### src/hdl/bnv_pkg.sv
// bus name validator package: error codes, character classes, limits
// no dependencies

package bnv_pkg;

  localparam int MaxNameLength = 255;
  localparam int CountW        = 9;
  localparam int LimitW        = 17;

  localparam logic [7:0] ChColon = 8'h3a;
  localparam logic [7:0] ChDot   = 8'h2e;
  localparam logic [7:0] ChUnder = 8'h5f;
  localparam logic [7:0] ChDash  = 8'h2d;

  typedef enum logic [1:0] {
    CLS_START = 2'd0,
    CLS_DOT   = 2'd1,
    CLS_OTHER = 2'd2
  } cls_e;

  typedef enum logic [3:0] {
    ERR_NONE         = 4'd0,
    ERR_EMPTY        = 4'd1,
    ERR_UNIQUE_OFF   = 4'd2,
    ERR_WELLKNOWN_OFF = 4'd3,
    ERR_TOO_LONG     = 4'd4,
    ERR_DOUBLE_DOT   = 4'd5,
    ERR_LEADING_DOT  = 4'd6,
    ERR_DIGIT_AFTER_DOT = 4'd7,
    ERR_LEADING_DIGIT = 4'd8,
    ERR_BAD_CHAR     = 4'd9,
    ERR_TRAILING_DOT = 4'd10,
    ERR_NO_DOT       = 4'd11
  } err_e;

  localparam int CfgIdxW = 1;

  typedef enum logic [CfgIdxW-1:0] {
    REG_ALLOW_UNIQUE     = 1'b0,
    REG_ALLOW_WELL_KNOWN = 1'b1
  } reg_idx_e;

  typedef struct packed {
    logic ok;
    err_e code;
    logic uniq;
  } verdict_t;

endpackage

### src/hdl/bnv_scan.sv
// per-name scan state: length count, unique flag, class of last byte, dot-seen flag, first error
// classifies each stepped byte and forms the verdict; depends on bnv_pkg

module bnv_scan
  import bnv_pkg::*;
(
  input  logic       clk_i,
  input  logic       rst_ni,
  input  logic       step_i,
  input  logic [7:0] byte_i,
  input  logic       allow_unique_i,
  input  logic       allow_well_known_i,
  output verdict_t   verdict_o
);

  localparam logic [CountW-1:0] CountMax = {CountW{1'b1}};
  localparam logic [LimitW-1:0] Limit    = LimitW'(MaxNameLength);

  logic [CountW-1:0] len_q, len_d;
  logic              uniq_q, uniq_d;
  cls_e              cls_q, cls_d;
  logic              dot_q, dot_d;
  err_e              ferr_q, ferr_d;
  err_e              cerr;
  logic              is_digit, is_alpha;
  err_e              code;

  always_comb begin
    is_digit = byte_i inside {[8'h30:8'h39]};
    is_alpha = (byte_i inside {[8'h41:8'h5a], [8'h61:8'h7a]}) ||
               byte_i == ChUnder || byte_i == ChDash;
    cerr  = ERR_NONE;
    cls_d = cls_q;
    dot_d = dot_q;
    if (byte_i == ChDot) begin
      dot_d = 1'b1;
      case (cls_q)
        CLS_DOT:   cerr = ERR_DOUBLE_DOT;
        CLS_START: cerr = ERR_LEADING_DOT;
        default:   cerr = ERR_NONE;
      endcase
      cls_d = CLS_DOT;
    end else if (is_digit) begin
      if (!uniq_q) begin
        case (cls_q)
          CLS_DOT:   cerr = ERR_DIGIT_AFTER_DOT;
          CLS_START: cerr = ERR_LEADING_DIGIT;
          default:   cerr = ERR_NONE;
        endcase
      end
      cls_d = CLS_OTHER;
    end else begin
      if (!is_alpha) cerr = ERR_BAD_CHAR;
      cls_d = CLS_OTHER;
    end
  end

  always_comb begin
    if (len_q == '0)                                code = ERR_EMPTY;
    else if (uniq_q && !allow_unique_i)             code = ERR_UNIQUE_OFF;
    else if (!uniq_q && !allow_well_known_i)        code = ERR_WELLKNOWN_OFF;
    else if (LimitW'(len_q) > Limit)                code = ERR_TOO_LONG;
    else if (ferr_q != ERR_NONE)                    code = ferr_q;
    else if (cls_q == CLS_DOT)                      code = ERR_TRAILING_DOT;
    else if (!dot_q)                                code = ERR_NO_DOT;
    else                                            code = ERR_NONE;
    verdict_o.ok   = (code == ERR_NONE);
    verdict_o.code = code;
    verdict_o.uniq = uniq_q;
  end

  always_comb begin
    len_d  = len_q;
    uniq_d = uniq_q;
    ferr_d = ferr_q;
    if (byte_i == 8'h00) begin
      len_d  = '0;
      uniq_d = 1'b0;
      ferr_d = ERR_NONE;
    end else begin
      if (len_q == '0 && byte_i == ChColon) begin
        uniq_d = 1'b1;
      end else if (ferr_q == ERR_NONE) begin
        ferr_d = cerr;
      end
      if (len_q != CountMax) len_d = len_q + 1'b1;
    end
  end

  always_ff @(posedge clk_i or negedge rst_ni) begin
    if (!rst_ni) begin
      len_q  <= '0;
      uniq_q <= 1'b0;
      cls_q  <= CLS_START;
      dot_q  <= 1'b0;
      ferr_q <= ERR_NONE;
    end else if (step_i) begin
      len_q  <= len_d;
      uniq_q <= uniq_d;
      ferr_q <= ferr_d;
      if (byte_i == 8'h00) begin
        cls_q <= CLS_START;
        dot_q <= 1'b0;
      end else if (len_q == '0 && byte_i == ChColon) begin
        cls_q <= cls_q;
        dot_q <= dot_q;
      end else begin
        cls_q <= cls_d;
        dot_q <= dot_d;
      end
    end
  end

endmodule

### src/hdl/bus_name_validator.sv
// Bus name validator: takes a bus name one byte per item, a zero byte ends
// the name and yields one result (verdict, error code, unique flag). Bytes
// are taken one per clock with no gaps, except that a terminator waits in the
// input register while an earlier result is still waiting to be taken; each
// byte is held in the input register and the scan state updates as it leaves,
// and a result is registered as its terminator leaves the input register.
// Configuration registers: index 0 allow_unique, index 1 allow_well_known,
// both reset to 1. Depends on bnv_pkg and bnv_scan.

module bus_name_validator
  import bnv_pkg::*;
(
  input  logic               clk_i,
  input  logic               rst_ni,
  input  logic               in_valid_i,
  output logic               in_ready_o,
  input  logic [7:0]         name_byte_i,
  input  logic               cfg_valid_i,
  output logic               cfg_ready_o,
  input  logic [CfgIdxW-1:0] cfg_index_i,
  input  logic               cfg_wdata_i,
  output logic               out_valid_o,
  input  logic               out_ready_i,
  output logic               is_valid_o,
  output logic [3:0]         error_code_o,
  output logic               is_unique_name_o
);

  logic       in_vld_q;
  logic [7:0] byte_q;
  logic       adv;
  logic       term;
  logic       allow_uniq_q, allow_wk_q;
  logic       out_vld_q;
  verdict_t   verdict;
  verdict_t   res_q;

  assign term        = (byte_q == 8'h00);
  assign adv         = in_vld_q && (!term || !out_vld_q || out_ready_i);
  assign in_ready_o  = !in_vld_q || adv;
  assign cfg_ready_o = 1'b1;

  // input register
  always_ff @(posedge clk_i or negedge rst_ni) begin
    if (!rst_ni) begin
      in_vld_q <= 1'b0;
    end else if (in_ready_o) begin
      in_vld_q <= in_valid_i;
    end
  end

  always_ff @(posedge clk_i) begin
    if (in_ready_o && in_valid_i) byte_q <= name_byte_i;
  end

  // configuration registers
  always_ff @(posedge clk_i or negedge rst_ni) begin
    if (!rst_ni) begin
      allow_uniq_q <= 1'b1;
      allow_wk_q   <= 1'b1;
    end else if (cfg_valid_i) begin
      case (cfg_index_i)
        REG_ALLOW_UNIQUE:     allow_uniq_q <= cfg_wdata_i;
        REG_ALLOW_WELL_KNOWN: allow_wk_q   <= cfg_wdata_i;
        default:              allow_uniq_q <= allow_uniq_q;
      endcase
    end
  end

  bnv_scan u_scan (
    .clk_i              (clk_i),
    .rst_ni             (rst_ni),
    .step_i             (adv),
    .byte_i             (byte_q),
    .allow_unique_i     (allow_uniq_q),
    .allow_well_known_i (allow_wk_q),
    .verdict_o          (verdict)
  );

  // result register
  always_ff @(posedge clk_i or negedge rst_ni) begin
    if (!rst_ni) begin
      out_vld_q <= 1'b0;
    end else if (adv && term) begin
      out_vld_q <= 1'b1;
    end else if (out_ready_i) begin
      out_vld_q <= 1'b0;
    end
  end

  always_ff @(posedge clk_i) begin
    if (adv && term) res_q <= verdict;
  end

  assign out_valid_o      = out_vld_q;
  assign is_valid_o       = res_q.ok;
  assign error_code_o     = res_q.code;
  assign is_unique_name_o = res_q.uniq;

endmodule

### config.mk
export PLATFORM = sky130hd
export DESIGN_NAME = bus_name_validator
export DESIGN_NICKNAME = d
export VERILOG_FILES = /design/src/hdl/bnv_pkg.sv /design/src/hdl/bnv_scan.sv /design/src/hdl/bus_name_validator.sv
export SDC_FILE = /design/constraint.sdc
export NUM_CORES = 1
export LEC_CHECK = 0
export ABC_AREA = 1
export BUFFER_PORTS_ARGS = -buffer_cell sky130_fd_sc_hd__buf_2
export CAP_MARGIN = 20
export CORE_ASPECT_RATIO = 0.6
export CORE_MARGIN = 4
export CORE_UTILIZATION = 52
export CTS_CLUSTER_SIZE = 8
export DETAILED_ROUTE_END_ITERATION = 8
export HOLD_SLACK_MARGIN = 0.02
export PLACE_DENSITY = 0.75
export SLEW_MARGIN = 20
export SYNTH_ARGS = -nofsm -noshare
export SYNTH_HDL_FRONTEND = slang
export SYNTH_SLANG_ARGS = --single-unit
### constraint.sdc
create_clock -name clk_i -period 1.8 [get_ports clk_i]
set_input_delay 0.45 -clock clk_i [delete_from_list [all_inputs] [get_ports clk_i]]
set_output_delay 0.45 -clock clk_i [all_outputs]
set_load 0.02 [all_outputs]
==> results of run 1 <==
worst paths after layout:
kind	depth (start not counted)	to	start	slack [ns]
max	5	in_ready_o	byte_q[0]	0.05
min	1	u_scan.ferr_q[2]	rst_ni	0.13
max reg2reg	9	is_valid_o	u_scan.len_q[1]	0.11
min reg2reg	2	allow_wk_q	allow_wk_q	0.52
max in group asynchronous	1	allow_uniq_q	rst_ni	1.31
min in group clk_i	1	byte_q[2]	name_byte_i[2]	0.34
metrics by stage:
stage	instance area [um2]	hold slack, ns	worst slack (ns)
3_5_place_dp	2230	0.449	-0.162
2_1_floorplan	2010	0.154	0.0460
4_1_cts	2430	0.137	-0.0201
6_report	2450	0.133	0.0515
5_1_grt	2450	0.158	-0.0523
3_3_place_gp	2230	0.442	-0.00282
routing by layer:
metal	GRT usage	vias to the layer above
met4	0.0625	0
met5	0	-
li1	-	842
met2	0.228	49
met1	0.286	728
met3	0.0488	7
cells in the mapped netlist, drive strengths merged:
cell / count
a21oi: 6
a31oi: 2
buf: 1
conb: 1
dfrtp: 19
dfstp: 2
edfxtp: 14
ha: 4
inv: 38
nand2: 61
nand3: 12
nand4: 7
nor2: 31
nor3: 4
nor4: 1
o2111ai: 1
o21a: 1
o21ai: 20
o22ai: 1
xor2: 6
timing repair:
| item | CTS | global route |
|---|---|---|
| setup endpoints to repair | 13 | 24 |
| buffers inserted | 7 | 2 |
| pin swaps | 8 | 4 |
| cloned | 0 | 0 |
| resized for setup | 12 | 2 |
report_power, final:
group / total [W] / switching, W / internal, W
registers: 0.00106 / 0.0000931 / 0.000970
logic: 0.000799 / 0.000459 / 0.000339
clock network: 0.000575 / 0.000269 / 0.000306
total: 0.00244 / 0.000821 / 0.00162
state kept, by name, summed over array words and instances (netlist names), 2 cells and up:
name	count
byte_q	8
error_code_o	4
u_scan.cls_q	2
u_scan.ferr_q	4
u_scan.len_q	9
worst max-delay path: stages, from the launching register on:
cell and delay [ns]:
edfxtp_1 0.44, nor2_2 0.15, nand3_4 0.11, nor2_8 0.11, nand3_4 0.07, buf_6 0.14
final cells by class:
class                           count  area (um2)  area share
Tap cell                           47        58.8      0.0240
Clock buffer                        7        86.3      0.0352
Multi-Input combinational cell    158         947       0.386
Clock inverter                      1        3.75     0.00153
Inverter                           38         158      0.0643
Timing Repair Buffer               40         251       0.102
Sequential cell                    35         948       0.387
placed cells by master (no fill, tap or decap), types with 3 or more instances in the layout:
cell type,instances
a21oi_1,5
buf_2,21
buf_4,18
clkbuf_8,6
dfrtp_1,19
edfxtp_1,14
ha_2,3
inv_1,33
nand2_1,50
nand2_2,6
nand2_4,3
nand3_1,9
nand4_1,7
nor2_1,25
nor2_2,4
nor3_1,3
o21ai_0,10
o21ai_1,4
o21ai_2,6
xor2_1,6
kinds of logic (layout without fill, tap and decap cells):
family          count (synthesis)  in the layout  share of synthesized area
flops                          35             35                      0.473
compound gates                 31             31                     0.0967
fa+ha+maj                       4              4                     0.0250
buf+inv                        39             86                     0.0824
xor+xnor                        6              6                     0.0262
simple gates                  116            116                      0.295
other cells                     1              1                    0.00187
==> results by group, run 1 <==
Global route
  • Initial antenna violation count: 0
  • Vias in the first global route: 1452
  • Congestion Overflow GR: 0
  • GRT Overall Usage: 0.180
  • Pin count of the biggest net entering global routing: 22
  • First-pass GRT wire length: 6.75 mm

Synthesis
  • Syn_nets: 251
  • Synth area leader: dfrtp_1
  • Post-synth top area share: 0.237
  • Synthesized instance count: 232
  • Mean Syn Cell Area: 8.65 um2
  • Number of synthesized register bits: 35
  • Sequential area share after synthesis: 0.473
  • Count of cell types in the netlist: 34
  • Dominant cells by area after synthesis: dfrtp_1 24%, edfxtp_1 21%, nand2_1 9.7%
  • Synth warn: 0
  • Post-Syn Area: 2010 um2

Clocking
  • Clock sink total: 35
  • # hold bufs at CTS: 0
  • TritonCTS buffer count: 5
  • Worst-skew pair later-pin latency: 0.28 ns
  • CTS tree: done
  • CTS Buffer Depth: 2
  • CTS root buffer: clkbuf_8
  • # H-tree levels: 2
  • Worst-path clk slew: 0.07 ns

Drt
  • Top sig layer: met4
  • M1 WL: 2.14 mm
  • WL met2: 1.55 mm
  • Drt total wl: 4.03 mm
  • DR vias: 1626
  • WL met3: 276 um
  • Final ANT Viol Nets: 0
  • Drt wl/cell: 12.4 um
  • 1st-pass router iterations: 4
  • DRC errors left: 0
  • Avg Vias per Cell: 4.99
  • DRT iter0 DRCs: 157

Worst setup path
  • Max FO, Critical Path: 3
  • Startpoint Class: flip-flop
  • CP Data Required Time: 1.35 ns
  • WP data arrival: 1.30 ns
  • Crit path kind: flip-flop to output port
  • Worst Setup End Kind: output port

STA
  • Setup repair after global routing missed its margin: true
  • Setup violations, final: 0
  • Relative slew slack: 0.656
  • Worst Tran Pin Value: 0.516 ns
  • Worst Clk Skew: 0.00631 ns
  • Final-report max-slew violation count: 0
  • Final period util: 0.971
  • Fmax: 572 MHz
  • Setup TNS: 0 ns
  • Final Hold Fails: 0
  • Crit path time final: 1.75 ns

Final layout
  • Non-Filler Instances: 326
  • Layout cell share with drive strength beyond 1: 0.308
  • Antenna cells: 0
  • Number of fill cells: 297
  • Final nets: 297
  • Final Core Density: 0.667
  • Area growth, synth to finish: 22.3%

Placement
  • GP Congestion: 0.895
  • PortBufs: 22
  • HPWL Detailed: 3.07 mm
  • Post-Place Cells: 309

Pwr
  • Power Density: 993 nW/um2
  • Worst VDD drop: 0.503 mV
  • LEAKAGE: 1.23 nW
  • Power Total: 0.00244 W

Die
  • Starting Density: 0.545
  • Die Wd: 88.2 um
  • Die height: 56.1 um
  • Top Ports: 24
  • Die Footprint: 4950 um2
  • Core box area: 3680 um2
  • FP Rows: 17

Flow run
  • Max Cap Violations: 0

Run status
  • Status: complete, no violations

Hold path
  • Worst hold path class: input port to asynchronous set/reset pin
No activity file was read; power rests on OpenSTA's default activity.
==> inputs of run 2 (changes only) <==
--- a/config.mk
+++ b/config.mk
@@ -14,7 +14,7 @@
 export CTS_CLUSTER_SIZE = 8
 export DETAILED_ROUTE_END_ITERATION = 8
 export HOLD_SLACK_MARGIN = 0.02
-export PLACE_DENSITY = 0.75
+export PLACE_DENSITY = 0.82
 export SLEW_MARGIN = 20
 export SYNTH_ARGS = -nofsm -noshare
 export SYNTH_HDL_FRONTEND = slang
==> constraint.sdc (replaced) <==
create_clock -name clk_i -period 1.55 [get_ports clk_i]
set_input_delay 0.3875 -clock clk_i [delete_from_list [all_inputs] [get_ports clk_i]]
set_output_delay 0.3875 -clock clk_i [all_outputs]
set_load 0.02 [all_outputs]
==> run 2 against run 1 <==
Compared with the run above: the run now ends with negative setup slack left; die area unchanged; combinational power increased by 25%; clock power grew 10%; utilization is 3.8 points higher; register-to-register slack worse by 0.27 ns; first-iteration DRC count rose by 4.5%; non-clock buffer count rose by 13; largest cell class is now multi-input combinational cells; highest routed layer unchanged.
==> results by group, run 2 (synthesis results as in run 1) <==
Run status
  • Status: complete, but fails checks
  • Violated checks: negative setup slack

Worst setup path
  • CP delay by family, top: simple AND/OR/NAND/NOR gates
  • Crit path kind: flip-flop to output port
  • Levels on crit path: 5
  • WP data arrival: 1.34 ns
  • Startpoint Class: flip-flop
  • Reg-to-Reg End: is_valid_o
  • Path depth of the worst reg2reg path: 9
  • R2r setup slk: -0.16 ns
  • Crit-path slowest cell: edfxtp_1
  • Max FO, Critical Path: 2
  • CP peak stage delay: 0.43 ns
  • Crit path cell chain: nor2_2, nand3_4, nor2_8, nand3_4, buf_6
  • Most used cell, CP: nand3_4
  • Reg2Reg Launch Point: u_scan.len_q[0]
  • Critical Path End: in_ready_o
  • Critical path buffers and inverters: 1
  • Worst Setup End Kind: output port
  • CP Data Required Time: 1.16 ns
  • Crit path from: byte_q[1]

Die
  • Top Ports: 24
  • Die Footprint: 4950 um2
  • FP Rows: 17
  • Core box area: 3680 um2
  • Die Wd: 88.2 um
  • Die height: 56.1 um
  • Starting Density: 0.545

STA
  • Crit path time final: 1.73 ns
  • Worst Clk Skew: 0.00660 ns
  • Final period util: 1.12
  • Hold_ws: 0.0546 ns
  • Min setup slack post-route: -0.181 ns
  • Final Hold Fails: 0
  • Fmax: 578 MHz
  • Final-report max-slew violation count: 0
  • Setup violations, final: 26
  • Setup repair after global routing missed its margin: true

Drt
  • Drt wl/cell: 13.3 um
  • DRC errors left: 0
  • Drt total wl: 4.51 mm
  • 1st-pass router iterations: 4
  • Avg Vias per Cell: 5.09
  • DRT iter0 DRCs: 164
  • Final ANT Viol Nets: 0
  • DR vias: 1730

Clocking
  • Worst-path clk slew: 0.07 ns
  • TritonCTS buffer count: 5
  • CTS root buffer: clkbuf_8
  • Worst-skew pair later-pin latency: 0.29 ns
  • Clock sink total: 35
  • CTS tree: done
  • CTS Buffer Depth: 2
  • # H-tree levels: 2

Global route
  • First-pass GRT wire length: 7.43 mm
  • Pin count of the biggest net entering global routing: 22
  • Congestion Overflow GR: 0
  • Initial antenna violation count: 0
  • GRT Overall Usage: 0.194
  • Vias in the first global route: 1558

Final layout
  • Commonest non-fill, non-tap cell in the layout: nand2_1
  • Final nets: 311
  • Largest registers: u_scan.len_q (9), byte_q (8)
  • Layout cell share with drive strength beyond 1: 0.379
  • Most frequent cells in the layout: 45 x nand2_1, 31 x buf_4, 28 x inv_1, 24 x nor2_1, 21 x buf_2
  • Largest Register: u_scan.len_q
  • Antenna cells: 0
  • Max FFs per register: 9
  • Non-Filler Instances: 340
  • Area growth, synth to finish: 29.3%

Pwr
  • Power Density: 1110 nW/um2
  • Worst VDD drop: 0.732 mV
  • Power Total: 0.00288 W
  • LEAKAGE: 1.29 nW

Flow run
  • Max Cap Violations: 0

Placement
  • PortBufs: 22
  • HPWL Detailed: 3.30 mm
  • Post-Place Cells: 320
  • GP Congestion: 0.950

Hold path
  • Worst hold path class: input port to asynchronous set/reset pin
## run 2: changes by cell type in the layout (fill, tap and decap cells not counted), sizes merged
cell,before,now
clkinv,1,0
inv,38,39
clkbuf,7,8
buf,40,53
## run 2: worst register-to-register path, cell delays in order (launching register included)
cell and delay, ns:
dfrtp_1 0.37, ha_2 0.20, nand3_2 0.11, nor4_4 0.19
ha_2 0.23, inv_2 0.05, nand2_4 0.08, nand2_2 0.06
a21oi_2 0.13, nor2_1 0.06
## run 2: metal layers
| layer | vias up | GRT usage | part of all wire |
|---|---|---|---|
| met2 | 65 | 0.258 | 0.41 |
| li1 | 871 | - | - |
| met4 | 0 | 0.0366 | 0.016 |
| met3 | 9 | 0.0547 | 0.080 |
| met5 | - | 0 | 0 |
| met1 | 785 | 0.310 | 0.49 |
## run 2: through the flow
step / setup WS (ns) / utilization / instance area (um2) / setup TNS [ns]
after floorplan: -0.103 / - / 2030 / -0.103
after global placement: -0.0832 / 0.637 / 2340 / -0.348
after detailed placement: -0.150 / 0.637 / 2340 / -0.918
after CTS: -0.223 / 0.681 / 2510 / -2.52
after global routing: -0.246 / 0.705 / 2590 / -4.30
final: -0.181 / 0.705 / 2590 / -2.16
## run 2: what timing repair did
| action | 4_1_cts | 5_1_grt |
|---|---|---|
| buffers inserted | 5 | 6 |
| hold buffers | 0 | 0 |
| setup endpoints to repair | 27 | 38 |
| gates cloned | 1 | 0 |
| gates resized for setup | 12 | 18 |
| pin swaps | 5 | 6 |
## run 2: layout make-up
type	instances	area (um2)
fillers	279	1090
multi-input cells	158	987
flip-flops and latches	35	948
repair buffers	53	349
inverters	38	160
clock buffers	8	80.1
well taps	47	58.8
repair inverters	1	8.76
## run 2: how the worst min path moves through the flow
stage	endpoint	slack (ns)	cells past startpoint
6_report	u_scan.ferr_q[2]	0.05	1
5_1_grt	u_scan.ferr_q[1]	0.09	1
4_1_cts	u_scan.ferr_q[1]	0.08	1
3_5_place_dp	u_scan.len_q[2]	0.38	1
3_3_place_gp	u_scan.len_q[2]	0.38	1
2_1_floorplan	in_vld_q	0.09	0
## run 2: report_power, final
group	switching [W]	internal, W
sequential	0.000119	0.00113
combinational	0.000582	0.000416
clock	0.000316	0.000319
==> inputs of run 3 (changes only) <==
--- a/config.mk
+++ b/config.mk
@@ -5,17 +5,17 @@
 export SDC_FILE = /design/constraint.sdc
 export NUM_CORES = 1
 export LEC_CHECK = 0
-export ABC_AREA = 1
 export BUFFER_PORTS_ARGS = -buffer_cell sky130_fd_sc_hd__buf_2
 export CAP_MARGIN = 20
 export CORE_ASPECT_RATIO = 0.6
 export CORE_MARGIN = 4
-export CORE_UTILIZATION = 52
+export CORE_UTILIZATION = 25
 export CTS_CLUSTER_SIZE = 8
 export DETAILED_ROUTE_END_ITERATION = 8
 export HOLD_SLACK_MARGIN = 0.02
-export PLACE_DENSITY = 0.82
+export PLACE_DENSITY = 0.49
 export SLEW_MARGIN = 20
 export SYNTH_ARGS = -nofsm -noshare
 export SYNTH_HDL_FRONTEND = slang
+export SYNTH_HIERARCHICAL = 1
 export SYNTH_SLANG_ARGS = --single-unit
==> run 3 against run 2 <==
Compared with the run above: the flow still finishes with violations (negative setup slack); non-clock buffer count is 38 higher; via count fell by 0.81%; final cell count up 12%; critical path depth rose by 4; clock-buffer cell count is 2 lower; worst setup slack got worse by 0.15 ns; largest power group unchanged; fmax fell by 8.2%; highest routed layer unchanged; die area rose by 88%; critical path type is now flip-flop to flip-flop.
==> results by group, run 3 <==
Final layout
  • Non-Filler Instances: 381
  • Most frequent cells in the layout: 57 x buf_4, 21 x buf_2, 19 x dfrtp_1, 14 x edfxtp_1, 13 x buf_6
  • Largest Register: u_scan/len_q
  • Number of fill cells: 758
  • Max FFs per register: 9
  • Layout cell share with drive strength beyond 1: 0.531
  • Commonest non-fill, non-tap cell in the layout: buf_4
  • Largest registers: u_scan/len_q (9), byte_q (8)
  • Antenna cells: 0
  • Area growth, synth to finish: 57.9%
  • Final nets: 295

Global route
  • Pin count of the biggest net entering global routing: 22
  • Initial antenna violation count: 0
  • GRT Overall Usage: 0.117
  • Vias in the first global route: 1699
  • First-pass GRT wire length: 8.48 mm
  • Congestion Overflow GR: 0

Synthesis
  • Adder-Cell Fraction of Synth Area: 0.0258
  • Largest family of logic cells by synthesized area: simple AND/OR/NAND/NOR gates
  • Synth Area in Simple Gates: 0.252
  • Number of synthesized register bits: 35
  • Syn_nets: 203
  • Count of cell types in the netlist: 50
  • Multiplexer share of the synthesized area: 0.0290
  • Post-Syn Area: 1940 um2
  • Synth area leader: dfrtp_1
  • Post-synth top area share: 0.245
  • Mean Syn Cell Area: 10.5 um2
  • Number of flops mapped to enable cells by yosys: 14
  • Ys flop type: dfrtp_1
  • FFs w/ async S/R, synth: 0.600
  • Top-count cell post-synth: dfrtp_1
  • Synthesized instance count: 184
  • Dominant cells by area after synthesis: dfrtp_1 25%, edfxtp_1 22%, o21ai_0 3.6%
  • Synth warn: 6
  • Synth Area in Compound Gates: 0.129
  • Commonest cells post-synth: 19 x dfrtp_1, 14 x edfxtp_1, 14 x o21ai_0
  • Sequential area share after synthesis: 0.489
  • Synth Area in XOR/XNOR: 0.0181

Clocking
  • # hold bufs at CTS: 0
  • Clock sink total: 35
  • CTS Buffer Depth: 2
  • TritonCTS buffer count: 5
  • CTS tree: done
  • Worst-path clk slew: 0.05 ns
  • Worst-skew pair later-pin latency: 0.29 ns
  • # H-tree levels: 2
  • CTS root buffer: clkbuf_16

Pwr
  • LEAKAGE: 1.29 nW
  • Power Density: 1100 nW/um2
  • Worst VDD drop: 0.381 mV

Drt
  • DR vias: 1716
  • DRT iter0 DRCs: 138
  • 1st-pass router iterations: 4
  • Avg Vias per Cell: 4.50
  • Final ANT Viol Nets: 0
  • Drt total wl: 5.16 mm
  • Drt wl/cell: 13.6 um
  • DRC errors left: 0

STA
  • Worst Clk Skew: 0.00631 ns
  • Worst Tran Pin Value: 0.504 ns
  • Hold_ws: 0.0668 ns
  • Crit path time final: 1.89 ns
  • Final-report max-slew violation count: 0
  • Final period util: 1.22
  • Relative slew slack: 0.664
  • Final Hold Fails: 0
  • Setup violations, final: 37
  • Min setup slack post-route: -0.335 ns
  • Fmax: 530 MHz
  • Setup repair after global routing missed its margin: true

Placement
  • PortBufs: 22
  • Post-Place Cells: 356
  • HPWL Detailed: 3.89 mm
  • GP Congestion: 0.850

Die
  • Die Footprint: 9280 um2
  • FP Rows: 24
  • Die height: 76.2 um
  • Core box area: 7390 um2
  • Top Ports: 24
  • Starting Density: 0.263
  • Die Wd: 122 um

Worst setup path
  • CP Data Required Time: 1.76 ns
  • Worst Setup End Kind: flip-flop
  • WP data arrival: 2.10 ns
  • Max FO, Critical Path: 4
  • Crit path kind: flip-flop to flip-flop
  • Startpoint Class: flip-flop

Run status
  • Status: complete, but fails checks
  • Violated checks: negative setup slack

Flow run
  • Max Cap Violations: 0

Hold path
  • Worst hold path class: input port to asynchronous set/reset pin
run 3: cell count changes in the layout (fill, tap and decap cells not counted), moves of 4 or more:
cell and change:
inv_2 -4, nand2_2 -9, nor2_1 -14, clkbuf_8 -4, buf_6 +12, buf_4 +26, o21ai_2 -6, nand2_1 -36
and4b_1 +4, clkbuf_16 +5, inv_1 -17
run 3: routing by layer:
metal  track usage  wire (um)  vias up
li1              -          -      866
met1         0.176       2780      812
met2         0.158       2090       33
met3        0.0364        254        5
met4        0.0369         44        0
met5             0          0        -
run 3: cell families after synthesis:
logic type,count (synthesis)
mux,5
xor+xnor,4
fa+ha+maj,4
buf+inv,20
other cells,1
compound gates,39
simple gates,76
flops,35
run 3: layout make-up:
cell class                      instances  area (um2)  share of cell area
Clock buffer                            6         139              0.0454
Clock inverter                          2        35.0              0.0114
Inverter                               14        55.1              0.0180
Multi-Input combinational cell        129        1070               0.351
Sequential cell                        35         948               0.310
Tap cell                              104         130              0.0425
Timing Repair Buffer                   91         679               0.222
run 3: timing repair:
item,CTS,global route
gates cloned,0,0
pin swaps,19,18
setup buffers,8,10
endpoints found under the setup margin,29,37
gates resized for setup,26,20
run 3: worst max-delay path, stage by stage, from the launching register on:
cell and delay [ns]:
dfrtp_1 0.41, ha_2 0.20, and3_4 0.15, nor2b_4 0.14
ha_4 0.16, inv_2 0.06, a31o_4 0.14, nand2_4 0.06
or3_4 0.36, a21oi_2 0.13
run 3: through the flow:
stage | utilization | worst slack, ns | TNS [ns] | cell area [um2] | power, W
CTS | 0.396 | -0.330 | -5.58 | 2920 | 0.00333
finish | 0.414 | -0.335 | -6.64 | 3060 | 0.00337
detailed placement | 0.348 | -0.332 | -4.39 | 2570 | 0.00204
global placement | 0.348 | -0.365 | -4.50 | 2570 | 0.00204
global route | 0.414 | -0.413 | -9.68 | 3060 | 0.00356
floorplan | - | -0.506 | -3.72 | 2000 | 0.00160
run 3: report_power, final:
| part | internal, W | switching (W) | total (W) |
|---|---|---|---|
| Clock | 0.000799 | 0.000391 | 0.00119 |
| Combinational | 0.000530 | 0.000439 | 0.000969 |
| Sequential | 0.00110 | 0.000105 | 0.00121 |
| Total | 0.00243 | 0.000935 | 0.00337 |
run 3: path summary, 6_finish.rpt:
path	from	end	slack, ns	cells past startpoint
worst max-delay path	u_scan/len_q[0]	u_scan/len_q[6]	-0.34	9
worst min-delay path	rst_ni	u_scan/len_q[0]	0.07	1
worst max register to register	u_scan/len_q[0]	u_scan/len_q[6]	-0.34	9
worst min register to register	u_scan/dot_q	u_scan/dot_q	0.59	2
max in group asynchronous	rst_ni	allow_wk_q	1.11	1
min in group clk_i	name_byte_i[1]	byte_q[1]	0.27	1
